### config.mk
export PLATFORM = sky130hd
export DESIGN_NAME = lobm_fifo
export DESIGN_NICKNAME = d
export VERILOG_FILES = /design/src/hdl/lobm_fifo.sv
export SDC_FILE = /design/constraint.sdc
export NUM_CORES = 1
export LEC_CHECK = 0
export BUFFER_PORTS_ARGS = -buffer_cell sky130_fd_sc_hd__buf_4
export CAP_MARGIN = 20
export CORE_MARGIN = 1
export CORE_UTILIZATION = 49
export CTS_CLUSTER_DIAMETER = 100
export DETAILED_ROUTE_END_ITERATION = 10
export PLACE_DENSITY = 0.75
export SYNTH_ARGS = -nofsm -noshare
export SYNTH_HDL_FRONTEND = slang
export SYNTH_SLANG_ARGS = --single-unit
export TNS_END_PERCENT = 10
### constraint.sdc
create_clock -name clk -period 2 [get_ports clk]
set_input_delay 0.1 -clock clk [delete_from_list [all_inputs] [get_ports clk]]
set_output_delay 0.1 -clock clk [all_outputs]
set_load 0.02 [all_outputs]
### src/hdl/lobm_fifo.sv
// ----------------------------------------------------------------------------
// lobm_fifo
// Small register queue used between the ports and the matching engine.
// ----------------------------------------------------------------------------
`default_nettype none

module lobm_fifo #(
  parameter int WIDTH = 8,
  parameter int DEPTH = 2
) (
  input  wire logic             clk,
  input  wire logic             rst,
  input  wire logic             push,
  input  wire logic [WIDTH-1:0] wdata,
  output logic                  full,
  input  wire logic             pop,
  output logic      [WIDTH-1:0] rdata,
  output logic                  empty
);

  localparam int AW = (DEPTH > 1) ? $clog2(DEPTH) : 1;
  localparam int CW = $clog2(DEPTH + 1);

  logic [WIDTH-1:0] store [DEPTH];
  logic [AW-1:0]    wptr;
  logic [AW-1:0]    rptr;
  logic [CW-1:0]    count;
  logic             do_push;
  logic             do_pop;

  assign full    = (count == CW'(DEPTH));
  assign empty   = (count == '0);
  assign do_push = push && !full;
  assign do_pop  = pop && !empty;
  assign rdata   = store[rptr];

  // pointers and fill level
  always_ff @(posedge clk) begin
    if (rst) begin
      wptr  <= '0;
      rptr  <= '0;
      count <= '0;
    end else begin
      if (do_push) begin
        wptr <= (wptr == AW'(DEPTH - 1)) ? '0 : wptr + AW'(1);
      end
      if (do_pop) begin
        rptr <= (rptr == AW'(DEPTH - 1)) ? '0 : rptr + AW'(1);
      end
      count <= count + CW'(do_push) - CW'(do_pop);
    end
  end

  // entry storage
  always_ff @(posedge clk) begin
    if (do_push) begin
      store[wptr] <= wdata;
    end
  end

endmodule

`default_nettype wire

# Word level (Yosys, flattened, before mapping)

Memory sizes are Yosys's and may differ from the RTL's. A register that Yosys moved wholly into a read port is not among the register bits.
Index checks and enable logic that the tools add are counted.
W data, S select, Z words.

Equal/unequal tests: 1
Muxes and demuxes: 6
Reduce and logical (&&, ||, !) cells: 5
Add/subtract/negate cells: 4

Operators by type and width:

| cell                  | number |
|---|---|
| $mux W1               | 6 |
| $add A1 B1 Y1 const B | 2 |
| $add A2 B1 Y2         | 1 |
| $eq A2 B2 Y1 const B  | 1 |
| $logic_and A1 B1 Y1   | 2 |
| $logic_not A1 Y1      | 2 |
| $logic_not A2 Y1      | 1 |
| $sub A2 B1 Y2         | 1 |

Bits in registers: 4
Word-level logic and storage cells: 20
Bits of input ports: 12
Output and inout bits: 10
Memories: 1
Memory bits (writable): 16

Memories:

| name  | words | width | read ports | clocked after Yosys merged registers in | wr ports | RTL line | source |
|---|---|---|---|---|---|---|---|
| store | 2     | 8     | 1          | 1                                       | 1        | 24       | `logic [WIDTH-1:0] store [DEPTH];` |

# Logic depth before layout (Yosys ltp)

Depth after elaboration: 5
Mapped depth: 8

# Least setup slack after synthesis

OpenSTA, ideal clock, no wires.

Path type: flip-flop to flip-flop
Start: register count[1]
End: register count[1]
Path buffers: 0
Period minus slack after synthesis: 1478 ps
Slack: 522 ps
Cell stages (with the launch flop): 8
Arrival time: 1400 ps
Path through: dfxtp_1 -> o21a_2 -> ha_1 -> inv_1 -> ha_1 -> xor2_1 -> and2_1 -> nor3_1

RTL lines:

| element                | RTL line | source |
|---|---|---|
| from (decl)            | 27       | `logic [CW-1:0] count;` |
| from (signal assigned) | 50       | `count <= count + CW'(do_push) - CW'(do_pop);` |
| $logic_not A2 Y1       | 32       | `assign empty = (count == '0);` |
| $logic_not A1 Y1       | 34       | `assign do_pop = pop && !empty;` |
| $logic_and A1 B1 Y1    | 34       |  |
| via do_pop             | 29       | `logic do_pop;` |
| $sub A2 B1 Y2          | 50       |  |

The timed path passes the listed nets, and every way through them passes these cells.
A chain may end at the register's enable or synchronous reset.

# Worst setup path in the final report

Ends and elaborated chain as after synthesis.

==> flow_summary.ini <==
[detailed_routing]
vias = 500
post_drt_wl_per_cell_um = 12.7
first_pass_iters = 4
remaining_drc_errors = 0
antenna_left = 0
vias_per_cell = 4.95
routed_wl_mm = 1.28
drtIter0Drc = 11

[floorplanning]
io_pins = 22
core-area_sq_mm = 0.00152
dieWidth_um = 42.7
initial_utilization = 0.532
die-area_sq_mm = 0.00182
die_y_um = 42.7
rows = 14

[worst_setup_path]
start_kind = register
cp_data_arrival_time_ns = 1.79
crit_required_ns = 2.23
path_buf_inv = 1
cpMostUsedCell = ha_1
slowest_delay_ns = 0.37
r2r_setup_slack_ns = 0.43
cpMaxStageDelayCell = dfxtp_1
startpoint = count[1]
critPathTopFamily = adder cells
path_cells = o21a_2, ha_1, inv_1, ha_1, xor2_1, and2_1, nor3_1
timing.rr.start = count[1]
worst-path-max-fanout = 5
timing_worst_setup_path_type = register to register
endpoint_kind = register

[clock_tree]
cts.htree.levels = 1
cts.clk_slew.worst_paths_ns = 0.11
postCtsSetupRepairBufs = 0
numClockSinks = 21
post_cts_resized = 0
cts_buffers = 3
cts_tree = done
clk_latency_ns = 0.29
clockBufferDepth = 2
clock-root-buffer = clkbuf_4

[sta]
maxSlewHeadroom = 0.753
rsz0062_at_grt = no
fin_tns_setup_ns = 0
hold_viol = 0
fmax_mhz = 637
layout_min_cycle_time_ns = 1.57
setup_ws_ns = 0.431
finClkSkew_ns = 0.00161
drv_slew = 0
tightestPinTransition_ns = 0.370
post-route-period-util = 0.785
setup_viol = 0

[logic_synthesis]
synth_compound_area_frac = 0.0231
synth_cell_types = 21
synth_top_family_by_area = multiplexers
synth_warnings = 0
synth_mux_area_frac = 0.111
synthAdderAreaFrac = 0.0309
synthSimpleGateAreaFrac = 0.0725
syn_inst = 52
synth_seq_cells = 21
syn_avg_cell_area_sq_um = 15.6
synth_area_sq_um = 811
synth-xor-area-share = 0.0216
yosysSeqAreaShare = 0.716
syn_nets = 66

[global_route]
overflow = 0
grt_usage = 0.158
antenna_found_initial = 0
grt_max_degree = 12
grt_pass1_wl_mm = 2.04
grt_pass1_vias = 530

[hold_path]
hold_class = primary input to register
min_from = push

[pwr]
power_density_mw_per_mm2 = 1180
p_leak_nw = 0.458
p_clk_frac = 0.149
p_sw_mw = 0.418
peakVddDrop_mv = 0.656
post-layout-total-power_mw = 1.30
p_int_mw = 0.878
seqPwrFrac = 0.480
power_frac_comb = 0.372
switching_share = 0.322

[place]
dpl.cell_count = 88
numPortBuffers = 21
post-place-ws_ns = 0.434
gp_congestion = 0.685
dpl.hpwl_um = 872

[final_layout]
fin_cells = 101
final_cell_mix = buf_4 (21), edfxtp_1 (16), dlygate4sd3_1 (9)
layout_commonest_cell = buf_4
syn_to_final_growth_pct = 35.6
antenna_cells = 0
fillCellCount = 121
final_nets = 100
drive_gt1_frac = 0.365

[job]
maxCapViolCount = 0

[status]
status = finished clean
==> state kept, by name, summed over array words and instances (netlist names), named ones only <==
register and count:
rptr 1, count 2, store 16, wptr 1
==> worst min-delay path: cells and delay by family <==
kind                   cells  cell delay [ns]
AOI/OAI and AO/OA          1             0.06
and+or+nand+nor            1             0.12
buffers and inverters      2             0.17
==> cells in the mapped netlist <==
cell | count | area, sq um
mux2_2 | 3 | 33.8
buf_2 | 1 | 5.00
a21oi_1 | 1 | 5.00
nand2_1 | 1 | 3.75
inv_2 | 1 | 3.75
o21a_2 | 1 | 8.76
mux2_1 | 5 | 56.3
nor3_1 | 1 | 5.00
o21ai_0 | 1 | 5.00
xnor2_1 | 1 | 8.76
nor2b_1 | 1 | 6.26
and2_1 | 1 | 6.26
xor2_1 | 1 | 8.76
edfxtp_1 | 16 | 480
dfxtp_1 | 5 | 100
and3_2 | 1 | 7.51
nand2b_2 | 1 | 8.76
or3_1 | 1 | 6.26
ha_1 | 2 | 25.0
inv_1 | 3 | 11.3
nor2_1 | 4 | 15.0
==> metal layers <==
layer / part of all wire / global-route usage / vias up / wire [um]
li1: - / - / 250 / -
met1: 0.39 / 0.155 / 229 / 497
met2: 0.54 / 0.297 / 19 / 699
met3: 0.060 / 0.0553 / 2 / 77
met4: 0.0070 / 0.0563 / 0 / 9
met5: 0 / 0 / - / 0
==> stage by stage <==
step                      cell area, sq um  hold WS (ns)   util
after floorplan                        811         0.169      -
after global placement                 983         0.285  0.645
after detailed placement               983         0.289  0.645
after CTS                             1100         0.183  0.722
after global routing                  1100         0.205  0.722
final                                 1100         0.187  0.722
==> final cells by class <==
cell class	count	area [sq um]	area share
clock buffers	4	26.3	0.0239
inverters	4	15.0	0.0137
multi-input cells	26	210	0.191
flip-flops and latches	21	581	0.528
well taps	16	20.0	0.0182
repair buffers	30	248	0.225
==> path summary, 6_finish.rpt <==
path / endpoint / cells past startpoint
max reg2reg: count[1] / 7
min: wptr / 4
max: count[1] / 7
min reg2reg: wptr / 2
==> power by group through the flow <==
stage | Clock [mW] | Sequential [mW] | Combinational (mW)
after floorplan | 0 | 0.600 | 0.327
after global placement | 0 | 0.629 | 0.460
after detailed placement | 0 | 0.633 | 0.470
after CTS | 0.200 | 0.623 | 0.486
after global routing | 0.214 | 0.632 | 0.524
final | 0.193 | 0.621 | 0.482
==> kinds of logic after synthesis <==
| family | count (synthesis) |
|---|---|
| adder cells (fa/ha/maj) | 2 |
| XOR/XNOR | 2 |
| multiplexers | 8 |
| buffers and inverters | 5 |
| AND/OR/NAND/NOR | 11 |
| AO/OA/AOI/OAI | 3 |
| flip-flops | 21 |
==> repair_timing <==
| item | CTS | global route |
|---|---|---|
| setup endpoints to repair | 0 | 0 |
| endpoints found under the hold margin | 21 | 0 |
| hold buffers | 9 | 0 |
Note: power is estimated with default switching activity, not from simulation.
